### src/rtl/core/srfc_pkg.sv
// Shared types, constants and CRC/header functions for the report framer.
package srfc_pkg;

  localparam int unsigned PayloadWords = 25;
  localparam int unsigned HdrWords     = 18;
  localparam int unsigned ReportWords  = 50;

  localparam logic [31:0] CRC_POLY     = 32'hEDB8_8320;
  localparam logic [7:0]  SEED_BYTE    = 8'hA2;

  localparam logic [3:0]  BCNT_FULL    = 4'd8;
  localparam logic [3:0]  BCNT_FINAL   = 4'd6;

  // Snapshot block placed at report bytes 13 to 75.
  localparam logic [7:0] SNAP_ROM [63] = '{
    8'hfd, 8'he3, 8'h00, 8'h00, 8'h7f, 8'h64, 8'h00, 8'h09, 8'h00, 8'h10,
    8'h00, 8'h00, 8'h00, 8'h00, 8'h00, 8'h00, 8'h00, 8'h00, 8'h00, 8'h00,
    8'h00, 8'h00, 8'h00, 8'h00, 8'h00, 8'h00, 8'h00, 8'h00, 8'h00, 8'h00,
    8'h00, 8'h00, 8'h00, 8'h00, 8'h00, 8'h00, 8'h00, 8'h0a, 8'h04, 8'h00,
    8'h00, 8'h00, 8'h01, 8'h00, 8'h00, 8'h00, 8'hff, 8'h00, 8'h00, 8'h00,
    8'h00, 8'h00, 8'h00, 8'h00, 8'h00, 8'h00, 8'h00, 8'h00, 8'h00, 8'h00,
    8'h00, 8'h00, 8'h00
  };

  // One queued payload transaction, tagged by the front end.
  typedef struct packed {
    logic [63:0] payload;
    logic        last;
    logic        first;  // opens a new report, header goes out first
    logic        drop;   // beyond the payload area, not placed in the report
  } entry_t;

  function automatic logic [31:0] crc_byte(logic [31:0] c_in, logic [7:0] b);
    logic [31:0] c;
    c = c_in ^ {24'd0, b};
    for (int k = 0; k < 8; k++) begin
      c = (c >> 1) ^ (c[0] ? CRC_POLY : 32'd0);
    end
    return c;
  endfunction

  function automatic logic [31:0] crc_word(logic [31:0] c_in, logic [63:0] w);
    logic [31:0] c;
    c = c_in;
    for (int k = 0; k < 8; k++) begin
      c = crc_byte(c, w[8*k +: 8]);
    end
    return c;
  endfunction

  localparam logic [31:0] CRC_SEED = crc_byte(32'hFFFF_FFFF, SEED_BYTE);

  function automatic logic [7:0] hdr_byte(logic [7:0] bi, logic [3:0] seq,
                                          logic [7:0] frame);
    logic [7:0] r;
    r = 8'h00;
    priority if (bi == 8'd0) begin
      r = 8'h36;
    end else if (bi == 8'd1) begin
      r = {seq, 4'h0};
    end else if (bi == 8'd2) begin
      r = 8'h91;
    end else if (bi == 8'd3) begin
      r = 8'h07;
    end else if (bi == 8'd4) begin
      r = 8'hFF;
    end else if (bi >= 8'd5 && bi <= 8'd9) begin
      r = 8'd64;
    end else if (bi == 8'd10) begin
      r = frame;
    end else if (bi == 8'd11) begin
      r = 8'h90;
    end else if (bi == 8'd12) begin
      r = 8'd63;
    end else if (bi >= 8'd13 && bi <= 8'd75) begin
      r = SNAP_ROM[6'(bi - 8'd13)];
    end else if (bi == 8'd76) begin
      r = 8'h92;
    end else if (bi == 8'd77) begin
      r = 8'd64;
    end else if (bi == 8'd142) begin
      r = 8'h93;
    end else if (bi == 8'd143) begin
      r = 8'd200;
    end else begin
      r = 8'h00;
    end
    return r;
  endfunction

  function automatic logic [63:0] hdr_word(logic [4:0] widx, logic [3:0] seq,
                                           logic [7:0] frame);
    logic [63:0] w;
    logic [7:0]  bi;
    w = '0;
    for (int j = 0; j < 8; j++) begin
      bi = {widx, 3'b000} + 8'(j);
      w[8*j +: 8] = hdr_byte(bi, seq, frame);
    end
    return w;
  endfunction

endpackage

### src/rtl/core/srfc_front.sv
// Input side: accepts payload transactions and tags them for the back end.
module srfc_front (
  input  logic                 clk_i,
  input  logic                 rst_ni,
  input  logic                 s_valid_i,
  output logic                 s_ready_o,
  input  logic [63:0]          payload_i,
  input  logic                 last_i,
  output logic                 push_o,
  output srfc_pkg::entry_t     entry_o,
  input  logic                 full_i
);

  logic       in_pkt_q, in_pkt_d;
  logic [4:0] cnt_q, cnt_d;
  logic       full_area;

  assign s_ready_o = !full_i;
  assign push_o    = s_valid_i && !full_i;
  assign full_area = (cnt_q == 5'(srfc_pkg::PayloadWords));

  always_comb begin
    entry_o.payload = payload_i;
    entry_o.last    = last_i;
    entry_o.first   = !in_pkt_q;
    entry_o.drop    = full_area;
  end

  always_comb begin
    in_pkt_d = in_pkt_q;
    cnt_d    = cnt_q;
    if (push_o) begin
      if (last_i) begin
        in_pkt_d = 1'b0;
        cnt_d    = '0;
      end else begin
        in_pkt_d = 1'b1;
        cnt_d    = full_area ? cnt_q : cnt_q + 5'd1;
      end
    end
  end

  always_ff @(posedge clk_i or negedge rst_ni) begin
    if (!rst_ni) begin
      in_pkt_q <= 1'b0;
      cnt_q    <= '0;
    end else begin
      in_pkt_q <= in_pkt_d;
      cnt_q    <= cnt_d;
    end
  end

endmodule

### src/rtl/core/srfc_queue.sv
// Short queue of tagged payload transactions between front and back end.
module srfc_queue #(
  parameter int unsigned DEPTH = 2
) (
  input  logic             clk_i,
  input  logic             rst_ni,
  input  logic             push_i,
  input  srfc_pkg::entry_t push_data_i,
  output logic             full_o,
  input  logic             pop_i,
  output logic             head_valid_o,
  output srfc_pkg::entry_t head_o
);

  localparam int unsigned PtrW = (DEPTH > 1) ? $clog2(DEPTH) : 1;
  localparam int unsigned CntW = $clog2(DEPTH + 1);

  srfc_pkg::entry_t slots_q [DEPTH];
  logic [PtrW-1:0]  wr_ptr_q, rd_ptr_q;
  logic [CntW-1:0]  cnt_q;
  logic             do_push, do_pop;

  assign full_o       = (cnt_q == CntW'(DEPTH));
  assign head_valid_o = (cnt_q != '0);
  assign head_o       = slots_q[rd_ptr_q];
  assign do_push      = push_i && !full_o;
  assign do_pop       = pop_i && head_valid_o;

  always_ff @(posedge clk_i) begin
    if (do_push) begin
      slots_q[wr_ptr_q] <= push_data_i;
    end
  end

  always_ff @(posedge clk_i or negedge rst_ni) begin
    if (!rst_ni) begin
      wr_ptr_q <= '0;
      rd_ptr_q <= '0;
      cnt_q    <= '0;
    end else begin
      if (do_push) begin
        wr_ptr_q <= (wr_ptr_q == PtrW'(DEPTH - 1)) ? '0 : wr_ptr_q + PtrW'(1);
      end
      if (do_pop) begin
        rd_ptr_q <= (rd_ptr_q == PtrW'(DEPTH - 1)) ? '0 : rd_ptr_q + PtrW'(1);
      end
      if (do_push && !do_pop) begin
        cnt_q <= cnt_q + CntW'(1);
      end else if (do_pop && !do_push) begin
        cnt_q <= cnt_q - CntW'(1);
      end
    end
  end

endmodule

### src/rtl/core/srfc_back.sv
// Report sequencer: header, payload, fill and CRC words into an output register.
module srfc_back (
  input  logic             clk_i,
  input  logic             rst_ni,
  input  logic             head_valid_i,
  input  srfc_pkg::entry_t head_i,
  output logic             pop_o,
  output logic             m_valid_o,
  input  logic             m_ready_i,
  output logic [63:0]      word_o,
  output logic [3:0]       bcnt_o,
  output logic             eor_o,
  output logic             ovf_o
);

  typedef enum logic [4:0] {
    ST_WAIT = 5'b00001,
    ST_HDR  = 5'b00010,
    ST_PAY  = 5'b00100,
    ST_FILL = 5'b01000,
    ST_FIN  = 5'b10000
  } state_e;

  state_e      st_q, st_d;
  logic [5:0]  widx_q, widx_d;
  logic [3:0]  seq_q, seq_d;
  logic [7:0]  frame_q, frame_d;
  logic [31:0] crc_q, crc_d;
  logic        drop_q, drop_d;
  logic        vld_q, vld_d;
  logic [63:0] word_q, word_d;
  logic        fin_q, fin_d;
  logic        ovf_q, ovf_d;
  logic        adv;
  logic [31:0] crc_tail;

  assign adv      = !vld_q || m_ready_i;
  assign crc_tail = srfc_pkg::crc_byte(srfc_pkg::crc_byte(crc_q, 8'h00), 8'h00);

  always_comb begin
    st_d    = st_q;
    widx_d  = widx_q;
    seq_d   = seq_q;
    frame_d = frame_q;
    crc_d   = crc_q;
    drop_d  = drop_q;
    vld_d   = vld_q && !m_ready_i;
    word_d  = word_q;
    fin_d   = fin_q;
    ovf_d   = ovf_q;
    pop_o   = 1'b0;

    unique case (st_q)
      ST_WAIT: begin
        if (head_valid_i) begin
          if (head_i.first) begin
            st_d = ST_HDR;
          end else if (!head_i.drop) begin
            st_d = ST_PAY;
          end else begin
            drop_d = 1'b1;
            if (head_i.last) begin
              st_d = ST_FILL;
            end else begin
              pop_o = 1'b1;
            end
          end
        end
      end
      ST_HDR: begin
        if (adv) begin
          word_d = srfc_pkg::hdr_word(widx_q[4:0], seq_q, frame_q);
          if (widx_q == 6'(srfc_pkg::HdrWords - 1)) begin
            st_d = ST_PAY;
          end
        end
      end
      ST_PAY: begin
        if (adv) begin
          word_d = head_i.payload;
          if (head_i.last) begin
            st_d = ST_FILL;
          end else begin
            pop_o = 1'b1;
            st_d  = ST_WAIT;
          end
        end
      end
      ST_FILL: begin
        if (adv) begin
          word_d = '0;
          if (widx_q == 6'(srfc_pkg::ReportWords - 2)) begin
            st_d = ST_FIN;
          end
        end
      end
      ST_FIN: begin
        if (adv) begin
          word_d = {16'h0000, ~crc_tail, 16'h0000};
          pop_o  = 1'b1;
          st_d   = ST_WAIT;
        end
      end
      default: begin
        st_d = ST_WAIT;
      end
    endcase

    // Any state but the wait state puts out one word when the register frees up.
    if (adv && (st_q != ST_WAIT)) begin
      vld_d = 1'b1;
      ovf_d = drop_q;
      if (st_q == ST_FIN) begin
        fin_d   = 1'b1;
        widx_d  = '0;
        crc_d   = srfc_pkg::CRC_SEED;
        drop_d  = 1'b0;
        seq_d   = seq_q + 4'd1;
        frame_d = frame_q + 8'd1;
      end else begin
        fin_d  = 1'b0;
        widx_d = widx_q + 6'd1;
        crc_d  = srfc_pkg::crc_word(crc_q, word_d);
      end
    end
  end

  always_ff @(posedge clk_i or negedge rst_ni) begin
    if (!rst_ni) begin
      st_q    <= ST_WAIT;
      widx_q  <= '0;
      seq_q   <= '0;
      frame_q <= '0;
      crc_q   <= srfc_pkg::CRC_SEED;
      drop_q  <= 1'b0;
      vld_q   <= 1'b0;
    end else begin
      st_q    <= st_d;
      widx_q  <= widx_d;
      seq_q   <= seq_d;
      frame_q <= frame_d;
      crc_q   <= crc_d;
      drop_q  <= drop_d;
      vld_q   <= vld_d;
    end
  end

  always_ff @(posedge clk_i) begin
    word_q <= word_d;
    fin_q  <= fin_d;
    ovf_q  <= ovf_d;
  end

  assign m_valid_o = vld_q;
  assign word_o    = word_q;
  assign bcnt_o    = fin_q ? srfc_pkg::BCNT_FINAL : srfc_pkg::BCNT_FULL;
  assign eor_o     = fin_q;
  assign ovf_o     = ovf_q;

endmodule

### src/rtl/core/speaker_report_framer_crc32_core.sv
// Top level of the audio report framer with CRC-32.
//
//   Channel  Dir  tdata          tuser                       tlast
//   s_axis   in   payload_word   (none)                      last_word
//   m_axis   out  report_word    byte_count, overflow_flag   end_of_report
//
// The back end decodes each queued payload transaction in its wait state, then puts
// out the report words that it causes. Every report is 50 words out, whatever the
// packet length, and a dropped transaction costs only a decode. The first word of a
// report passes through the queue and the decode before it leaves. Reset clears the
// counters, the CRC and the queue at once; a stalled output holds the back end, and
// tready drops once the queue fills.
module speaker_report_framer_crc32_core #(
  parameter int unsigned QUEUE_DEPTH = 2
) (
  input  logic        clk_i,
  input  logic        rst_ni,
  input  logic        s_axis_tvalid_i,
  output logic        s_axis_tready_o,
  input  logic [63:0] s_axis_tdata_i,   // [63:0] payload_word
  input  logic        s_axis_tlast_i,   // last_word
  output logic        m_axis_tvalid_o,
  input  logic        m_axis_tready_i,
  output logic [63:0] m_axis_tdata_o,   // [63:0] report_word
  output logic        m_axis_tlast_o,   // end_of_report
  output logic [7:0]  m_axis_tuser_o    // [3:0] byte_count, [4] overflow_flag, [7:5] zero
);

  srfc_pkg::entry_t push_entry;
  srfc_pkg::entry_t head_entry;
  logic             push;
  logic             full;
  logic             head_valid;
  logic             pop;
  logic [3:0]       bcnt;
  logic             ovf;

  // The front end tags each transaction: opens a report, lands past the payload area.
  srfc_front u_front (
    .clk_i     (clk_i),
    .rst_ni    (rst_ni),
    .s_valid_i (s_axis_tvalid_i),
    .s_ready_o (s_axis_tready_o),
    .payload_i (s_axis_tdata_i),
    .last_i    (s_axis_tlast_i),
    .push_o    (push),
    .entry_o   (push_entry),
    .full_i    (full)
  );

  srfc_queue #(
    .DEPTH (QUEUE_DEPTH)
  ) u_queue (
    .clk_i        (clk_i),
    .rst_ni       (rst_ni),
    .push_i       (push),
    .push_data_i  (push_entry),
    .full_o       (full),
    .pop_i        (pop),
    .head_valid_o (head_valid),
    .head_o       (head_entry)
  );

  // The back end walks the report, keeps the running CRC and owns the output register.
  srfc_back u_back (
    .clk_i        (clk_i),
    .rst_ni       (rst_ni),
    .head_valid_i (head_valid),
    .head_i       (head_entry),
    .pop_o        (pop),
    .m_valid_o    (m_axis_tvalid_o),
    .m_ready_i    (m_axis_tready_i),
    .word_o       (m_axis_tdata_o),
    .bcnt_o       (bcnt),
    .eor_o        (m_axis_tlast_o),
    .ovf_o        (ovf)
  );

  assign m_axis_tuser_o = {3'b000, ovf, bcnt};

endmodule

### config.mk
export PLATFORM = sky130hd
export DESIGN_NAME = speaker_report_framer_crc32_core
export DESIGN_NICKNAME = d
export VERILOG_FILES = /design/src/rtl/core/srfc_pkg.sv /design/src/rtl/core/srfc_front.sv /design/src/rtl/core/srfc_queue.sv /design/src/rtl/core/srfc_back.sv /design/src/rtl/core/speaker_report_framer_crc32_core.sv
export SDC_FILE = /design/constraint.sdc
export NUM_CORES = 1
export LEC_CHECK = 0
export ABC_CLOCK_PERIOD_IN_PS = 7000
export BUFFER_PORTS_ARGS = -buffer_cell sky130_fd_sc_hd__clkbuf_2
export CORE_AREA = 2 2 195 244
export DETAILED_ROUTE_END_ITERATION = 10
export DIE_AREA = 0 0 197 246
export GPL_ROUTABILITY_DRIVEN = 0
export SLEW_MARGIN = 20
export SYNTH_ARGS = -nofsm -noshare
export SYNTH_HDL_FRONTEND = slang
export SYNTH_SLANG_ARGS = --single-unit
### constraint.sdc
create_clock -name clk_i -period 7 [get_ports clk_i]
set_clock_uncertainty 0.15 [all_clocks]
set_input_delay 1.05 -clock clk_i [delete_from_list [all_inputs] [get_ports clk_i]]
set_output_delay 1.05 -clock clk_i [all_outputs]
set_load 0.1 [all_outputs]
==> results.cfg, run 1 <==
[floorplanning]
die_x_um = 197
die_h_um = 246
coreArea_um2 = 46000
die_area_um2 = 48500
num_rows = 88
initial_core_util_pct = 44.6
ioPinCount = 144

[clock_tree]
numCtsBuffers = 27
cts.clk_slew.worst_paths_ps = 60
cts.sinks = 267
ctsHtreeMaxLevel = 1
cts_tree = built
clk_latency_ps = 560
cts_root_buf = clkbuf_16
cts_hold_buf = 0
cts_buffer_depth = 3

[grt]
grt_max_degree = 68
antenna_found_initial = 0
grtUsageTotal_pct = 29.1
grt_overflow = 0
first_global_vias = 16400
grt_pass1_wl_um = 103000

[routing]
routed_wl_um = 72000
via_count = 15900
wl_per_cell_um = 24.4
antenna_left = 0
drt-pass1-iter-count = 5
vias_per_cell = 5.40
drt_iter0_markers = 1086
drt_drc_violations_left = 0

[worst_setup_path]
end_kind = flip-flop
cp_max_fo = 4
crit_type = flip-flop to flip-flop
cp.required_ps = 7290
timing.rr.end = u_back.crc_q[17]
r2r_setup_slack_ps = -200
critPathArrivalTime_ps = 7490
critPathLaunchType = flip-flop
r2r_start = u_back.widx_q[0]
reg2regPathDepth = 24

[place]
dp_hpwl_um = 56500
place_ws_ps = -937
dpl-instance-area_um2 = 25800
portBuffers = 139

[sta]
final-hold-violation-count = 0
grt_setup_unrepaired = yes
setup_viol = 23
fin_crit_sh_pct = 103
slew_violations = 0
layout_setup_ws_ps = -197
worstMarginPinSlew_ps = 1080
max_freq_mhz = 139
final.min_clock_period_ps = 7200
relSlewSlack_pct = 27.3

[run_status]
violations = setup timing
outcome = finished with violations

[layout]
final_cell_area_um2 = 29500
layout-drive-gt1-share_pct = 49.3
fin_nets = 2429
diodes = 0
syn_to_final_growth_pct = 43.7
n_fill_cell = 3422

[synthesis]
synth.avg_cell_area_um2 = 12.6
synth_ff_type = edfxtp_1
ys_warn_count = 0
synth.distinct_cells = 92
synth_edf_count = 136
async_reset_ff_share_pct = 25.1
ys_ff_latch = 267
syn_area_um2 = 20500
syn_inst = 1627
yosysSeqAreaShare_pct = 34.4

[flow_run]
drv_cap = 0

[worst_hold_path]
hold_path_depth = 0
min_to = u_back.ovf_o
hold_path_startpoint = u_back.drop_q
hold_class = flip-flop to flip-flop
-- state kept, by name, indices dropped and copies added (netlist names), 2 cells and up --
register / count
u_queue.slots_q: 134
u_front.cnt_q: 5
u_queue.cnt_q: 2
u_back.crc_q: 32
u_back.widx_q: 6
u_back.frame_q: 8
u_back.seq_q: 4
u_back.word_o: 64
u_back.st_q: 5
-- worst max-delay path, cell delays in order, from the launching register on --
cell and delay, ps:
dfrtp_1 390, inv_2 80, ha_4 130, or4b_4 530
o31ai_4 250, and2b_2 270, o32a_4 270, buf_6 130
xnor3_1 250, xnor3_2 440, xnor2_4 160, buf_6 170
xnor2_4 190, xnor3_2 450, xnor3_2 300, buf_6 150
xor2_4 190, xor3_2 380, xnor3_2 500, buf_12 140
xor2_4 190, xor3_2 330, xnor3_2 430, xnor3_1 390
a22o_1 210
-- layout make-up --
class / instances / area, um^2 / share of cell area, %
repair buffers: 770 / 5850 / 19.8
multi-input cells: 1254 / 14900 / 50.4
well taps: 585 / 732 / 2.48
inverters: 27 / 103 / 0.348
clock buffers: 32 / 716 / 2.42
flip-flops and latches: 267 / 7070 / 24.0
clock inverters: 17 / 181 / 0.615
-- routing by layer --
layer / vias up / GRT usage [%] / wire, um
met4: 0 / 17.4 / 5000
met3: 208 / 3.07 / 3490
met2: 594 / 52.5 / 36900
li1: 7190 / - / -
met5: - / 0 / 0
met1: 7945 / 33.3 / 26600
-- per-stage QoR --
| step | utilization [%] | setup TNS (ps) | hold slack, ps | instances |
|---|---|---|---|---|
| final | 64.1 | -2440 | 314 | 2952 |
| after global routing | 64.1 | -6650 | 322 | 2952 |
| after CTS | 61.2 | -1990 | 312 | 2893 |
| after detailed placement | 56.0 | -23120 | 297 | 2763 |
| after global placement | 56.0 | -22460 | 287 | 2763 |
| after floorplan | - | -203 | 276 | 1630 |
-- synthesized netlist by cell type, types with 25 or more instances --
master / instances / area, um^2
dfxtp_1: 64 / 1280
clkbuf_1: 39 / 146
o21ai_0: 56 / 280
edfxtp_1: 136 / 4080
dfrtp_1: 51 / 1280
xor2_1: 107 / 937
xnor3_1: 145 / 3270
mux2i_1: 54 / 541
inv_1: 25 / 93.8
nand2_1: 75 / 282
nor2_1: 82 / 308
a21oi_1: 79 / 395
xnor2_1: 295 / 2580
-- cells in the final DEF (no fill, tap or decap), types with 18 or more instances in the layout --
cell	instances
xnor2_1	210
clkbuf_16	28
xor2_2	24
xor3_2	18
dfxtp_1	64
a21oi_1	71
nor2_1	77
xor2_1	82
xnor3_1	105
xnor3_2	64
dfrtp_1	45
nand2_1	72
nand3_1	19
inv_1	22
buf_4	556
mux2i_1	54
clkbuf_2	138
edfxtp_1	136
o21ai_0	48
xnor2_2	72
buf_6	59
xnor2_4	46
-- repair_timing --
item / in CTS / in global routing
pin swaps: 64 / 44
endpoints found under the setup margin: 32 / 32
resized for setup: 157 / 149
buffers inserted: 81 / 61
cloned: 0 / 0
-- worst max path at each step --
stage                     startpoint               end  slack, ps
floorplan            m_axis_tready_i  u_back.crc_q[17]        -70
global placement     m_axis_tready_i  u_back.crc_q[22]       -840
detailed placement   m_axis_tready_i  u_back.crc_q[15]       -940
CTS                 u_back.widx_q[1]  u_back.crc_q[17]       -170
global route        u_back.widx_q[1]  u_back.crc_q[17]       -340
finish              u_back.widx_q[0]  u_back.crc_q[17]       -200
-- cell families after synthesis --
family	count (synthesis)	share of synthesized area, %
AND/OR/NAND/NOR	254	6.09
XOR/XNOR	649	44.0
AO/OA/AOI/OAI	264	8.84
adder cells (fa/ha/maj)	13	0.792
multiplexers	70	3.51
other	1	0.0183
buffers and inverters	109	2.38
flip-flops	267	34.4
Power of run 1 is not shown: default switching activity piles up to over one toggle a cycle in this logic, so the estimate is an artifact.
==> run 2: changes to the inputs <==
==> constraint.sdc (replaced) <==
create_clock -name clk_i -period 7 [get_ports clk_i]
set_clock_uncertainty 0.15 [all_clocks]
set_input_delay 1.05 -clock clk_i [delete_from_list [all_inputs] [get_ports clk_i]]
set_output_delay 1.05 -clock clk_i [all_outputs]
set_load 0.01 [all_outputs]
==> run 2 against run 1 <==
- the flow still finishes with violations (setup timing)
- sequential cell count unchanged
- hold slack worse by 4.6 ps
- worst setup slack worse by 31 ps
- cell count shrank 2.8%
- register-to-register slack worse by 30 ps
- non-clock buffer count is 84 lower
- critical path type unchanged
==> results.cfg, run 2 (synthesis gave the netlist of run 1 again) <==
[worst_setup_path]
cp.required_ps = 7280
cpMostUsedCell = xnor3_2
critPathArrivalTime_ps = 7510
reg2regPathDepth = 22
cpMaxStageDelayCell = xnor3_2
crit_type = flip-flop to flip-flop
slowest_delay_ps = 520
end_kind = flip-flop
cp_max_fo = 11
cp_cell_sequence = buf_12 > nor4b_4 > a221o_2 > buf_6 > nand2_2 > buf_4 > a21o_1 > xnor3_2 > xnor3_2 > xor3_1 > xnor3_2 > xnor3_2 > xnor3_1 > xnor3_2 > buf_6 > xnor3_2 > xor2_4 > xor3_2 > xor2_2 > xnor3_2 > xnor3_1 > a22o_1
critPathLaunchType = flip-flop

[floorplanning]
initial_core_util_pct = 44.6
coreArea_um2 = 46000
die_x_um = 197
num_rows = 88
ioPinCount = 144
die_h_um = 246
die_area_um2 = 48500

[clock_tree]
clk_latency_ps = 560
cts_root_buf = clkbuf_16
ctsHtreeMaxLevel = 1
cts_buffer_depth = 3
numCtsBuffers = 27
cts_tree = built
cts.sinks = 267
cts.clk_slew.worst_paths_ps = 70

[sta]
grt_setup_unrepaired = yes
slew_violations = 0
final-hold-violation-count = 0
fin_crit_sh_pct = 103
worstMarginPinSlew_ps = 1020
final.min_clock_period_ps = 7230
layout_setup_ws_ps = -228
setup_viol = 18
relSlewSlack_pct = 31.4
max_freq_mhz = 138

[layout]
syn_to_final_growth_pct = 39.1
fin_nets = 2345
n_fill_cell = 3565
largest_reg_flops = 134
layout-drive-gt1-share_pct = 46.1
most-common-layout-cells = 490 x buf_4, 219 x xnor2_1, 138 x clkbuf_2
top_register = u_queue.slots_q
final_common_cell = buf_4
final_cells = 2870

[routing]
via_count = 15500
drt_iter0_markers = 954
wl_per_cell_um = 24.5
vias_per_cell = 5.40
drt_drc_violations_left = 0
antenna_left = 0
routed_wl_um = 70300
drt-pass1-iter-count = 5

[place]
portBuffers = 139
dp_cells = 2732
dp_hpwl_um = 56200

[grt]
antenna_found_initial = 0
grt_overflow = 0
first_global_vias = 16200
grtUsageTotal_pct = 28.8
grt_pass1_wl_um = 102000
grt_max_degree = 68

[run_status]
outcome = finished with violations
violations = setup timing

[worst_hold_path]
hold_class = flip-flop to flip-flop
hold_path_depth = 0

[flow_run]
drv_cap = 0
run 2: area by class of cell:
cell class              count  area, um^2  area share (%)
inverters                  27         101           0.355
repair buffers            686        5180            18.1
flip-flops and latches    267        7070            24.7
diodes                      2        5.00          0.0175
multi-input cells        1254       14500            50.8
clock buffers              37         807            2.82
clock inverters            12         171           0.600
well taps                 585         732            2.56
run 2: timing repair:
action / CTS / global route
hold buffers: 0 / 0
setup buffers: 55 / 33
endpoints found under the setup margin: 32 / 32
pin swaps: 47 / 48
gates resized for setup: 113 / 114
run 2: final timing paths:
path	from	end	slack, ps
setup / recovery	u_back.st_q[1]	u_back.crc_q[22]	-230
hold / removal	u_back.drop_q	u_back.ovf_o	310
setup reg to reg	u_back.st_q[1]	u_back.crc_q[22]	-230
hold reg to reg	u_back.drop_q	u_back.ovf_o	310
max in group asynchronous	rst_ni	u_queue.rd_ptr_q	5450
min in group asynchronous	rst_ni	u_back.widx_q[3]	550
run 2: per-stage QoR:
stage	util [%]	setup TNS [ps]	cell area, um^2	setup WS [ps]	hold WS, ps
finish	62.1	-2740	28600	-228	309
CTS	60.0	-1530	27600	-149	308
global route	62.1	-6120	28600	-411	315
global placement	55.7	-15540	25600	-657	288
floorplan	-	-160	21000	-64.1	276
detailed placement	55.7	-16690	25600	-730	293
run 2: routing by layer:
layer	share of wire, %	global-route usage, %	up-vias	wire, um
met5	0	0	-	0
met4	7.0	16.1	0	4920
met3	4.2	2.79	204	2940
met2	52	52.8	505	36400
met1	37	32.9	7751	26000
li1	-	-	7050	-
run 2: critical path: cells and delay by family (launching register included):
kind	cells	cell delay, ps
XOR/XNOR	13	4700
AO/OA/AOI/OAI	3	730
buffers and inverters	4	650
AND/OR/NAND/NOR	2	410
flip-flops	1	400
Power of run 2 is left out for the same reason.
==> run 3: changes to the inputs <==
--- a/config.mk
+++ b/config.mk
@@ -6,10 +6,10 @@
 export NUM_CORES = 1
 export LEC_CHECK = 0
 export ABC_CLOCK_PERIOD_IN_PS = 7000
-export BUFFER_PORTS_ARGS = -buffer_cell sky130_fd_sc_hd__clkbuf_2
 export CORE_AREA = 2 2 195 244
 export DETAILED_ROUTE_END_ITERATION = 10
 export DIE_AREA = 0 0 197 246
+export DONT_BUFFER_PORTS = 1
 export GPL_ROUTABILITY_DRIVEN = 0
 export SLEW_MARGIN = 20
 export SYNTH_ARGS = -nofsm -noshare
==> run 3 against run 2 <==
- die area stayed put
- critical path depth stayed put
- via count is 2.0% lower
- final area is 0.61% lower
- hold slack worse by 270 ps
- count of clock-buffer cells in the layout is 7 lower
- register-to-register slack worse by 30 ps
- cell count is 3.3% lower
- first-iteration DRC count is 12% lower
- the flow still finishes with violations (setup timing)
- sequential share of layout area is 0.16 points higher
- critical endpoint unchanged
==> results.cfg, run 3 (synthesis gave the netlist of run 1 again) <==
[sta]
layout_setup_ws_ps = -256
setup_tns_ps = -4170
worstMarginPinSlew_ps = 1010
slew_violations = 0
max_freq_mhz = 138
fin_crit_sh_pct = 104
final-hold-violation-count = 0
relSlewSlack_pct = 32.4
setup_viol = 28
final.min_clock_period_ps = 7260
grt_setup_unrepaired = yes

[clock_tree]
clk_latency_ps = 560
cts.sinks = 267
cts.clk_slew.worst_paths_ps = 70
cts_hold_buf = 0
cts_tree = built
ctsHtreeMaxLevel = 1
numCtsBuffers = 27
cts_root_buf = clkbuf_16
cts_buffer_depth = 3

[routing]
drt_drc_violations_left = 0
vias_per_cell = 5.48
wl_per_cell_um = 25.6
drt_iter0_markers = 843
drt-pass1-iter-count = 5
routed_wl_um = 71200
antenna_left = 0
via_count = 15200

[layout]
n_fill_cell = 3499
final_common_cell = buf_4
diodes = 0
multi_input_area_um2 = 14800
layout-drive-gt1-share_pct = 44.6
regArea_um2 = 7070
final_cell_area_um2 = 28400
top_register = u_queue.slots_q
most-common-layout-cells = 523 x buf_4, 211 x xnor2_1, 136 x edfxtp_1
fin_nets = 2252
syn_to_final_growth_pct = 38.3
largest_reg_flops = 134

[worst_setup_path]
end_kind = flip-flop
r2r_setup_slack_ps = -260
crit_type = flip-flop to flip-flop
cp_max_fo = 6
critPathArrivalTime_ps = 7550
cp-startpoint = u_back.st_q[1]
critPathLaunchType = flip-flop
r2r_start = u_back.st_q[1]
cp.required_ps = 7290

[floorplanning]
initial_core_util_pct = 44.6
coreArea_um2 = 46000
ioPinCount = 144
die_h_um = 246
die_area_um2 = 48500
die_x_um = 197
num_rows = 88

[flow_run]
drv_cap = 0

[worst_hold_path]
hold_class = primary input to async pin

[place]
portBuffers = 0
dp_hpwl_um = 55500
dpl-instance-area_um2 = 24900

[grt]
first_global_vias = 15600
grt_pass1_wl_um = 101000
antenna_found_initial = 0
grt_overflow = 0
grt_max_degree = 68
grtUsageTotal_pct = 28.6

[run_status]
violations = setup timing
outcome = finished with violations
==> run 3: cell types whose count changed in the layout (fill, tap and decap cells not counted), sizes merged <==
cell      previous run  this run
buf                548       593
bufinv               4         2
clkbuf             175        30
clkinv               7        11
clkinvlp             3         6
diode                2         0
inv                 25        27
==> run 3: through the flow <==
stage | utilization [%] | setup WS [ps] | hold WS (ps) | cells
6_report | 61.7 | -256 | 36.5 | 2775
5_1_grt | 61.7 | -481 | 24.5 | 2775
4_1_cts | 58.7 | -199 | 16.9 | 2704
3_5_place_dp | 54.1 | -663 | 303 | 2596
3_3_place_gp | 54.1 | -597 | 296 | 2596
2_1_floorplan | - | -64.1 | 276 | 1630
==> run 3: final cells by class <==
class	instances	share of cell area, %
well taps	585	2.58
multi-input cells	1254	52.1
flip-flops and latches	267	24.9
inverters	27	0.357
repair buffers	593	17.1
clock inverters	19	0.581
clock buffers	30	2.42
==> run 3: what timing repair did <==
action | 4_1_cts | 5_1_grt
resized for setup | 135 | 151
setup buffers | 61 | 77
pin swaps | 77 | 84
endpoints found under the setup margin | 32 | 32
hold endpoints to repair | 0 | 0
==> run 3: worst paths after layout <==
check,endpoint,depth (start not counted)
worst max-delay path,u_back.crc_q[22],22
worst min-delay path,u_back.widx_q[2],0
worst max register to register,u_back.crc_q[22],22
worst min register to register,u_back.ovf_o,0
max in group asynchronous,u_back.crc_q[12],0
min in group clk_i,u_back.ovf_o,0
==> run 3: routing by layer <==
| metal | vias up | global-route usage, % | routed length, um |
|---|---|---|---|
| li1 | 6852 | - | - |
| met4 | 0 | 18.3 | 5450 |
| met5 | - | 0 | 0 |
| met1 | 7574 | 31.6 | 25400 |
| met3 | 218 | 3.31 | 3660 |
| met2 | 554 | 51.9 | 36700 |
==> run 3: critical path, stage by stage (launching register included) <==
cell and delay (ps):
dfrtp_2 510, xor2_4 230, a221o_2 430, buf_6 150, buf_6 110, o221ai_4 280
xor2_4 200, buf_6 150, xnor3_2 360, xnor3_1 230, xnor3_2 450, xnor3_2 480
xor3_2 480, xnor3_2 420, buf_6 140, xnor2_4 120, xnor3_2 420, buf_6 140
xnor3_2 360, xnor3_2 490, xnor3_2 360, xnor3_1 260, a22o_1 200
Power of run 3 is left out for the same reason.
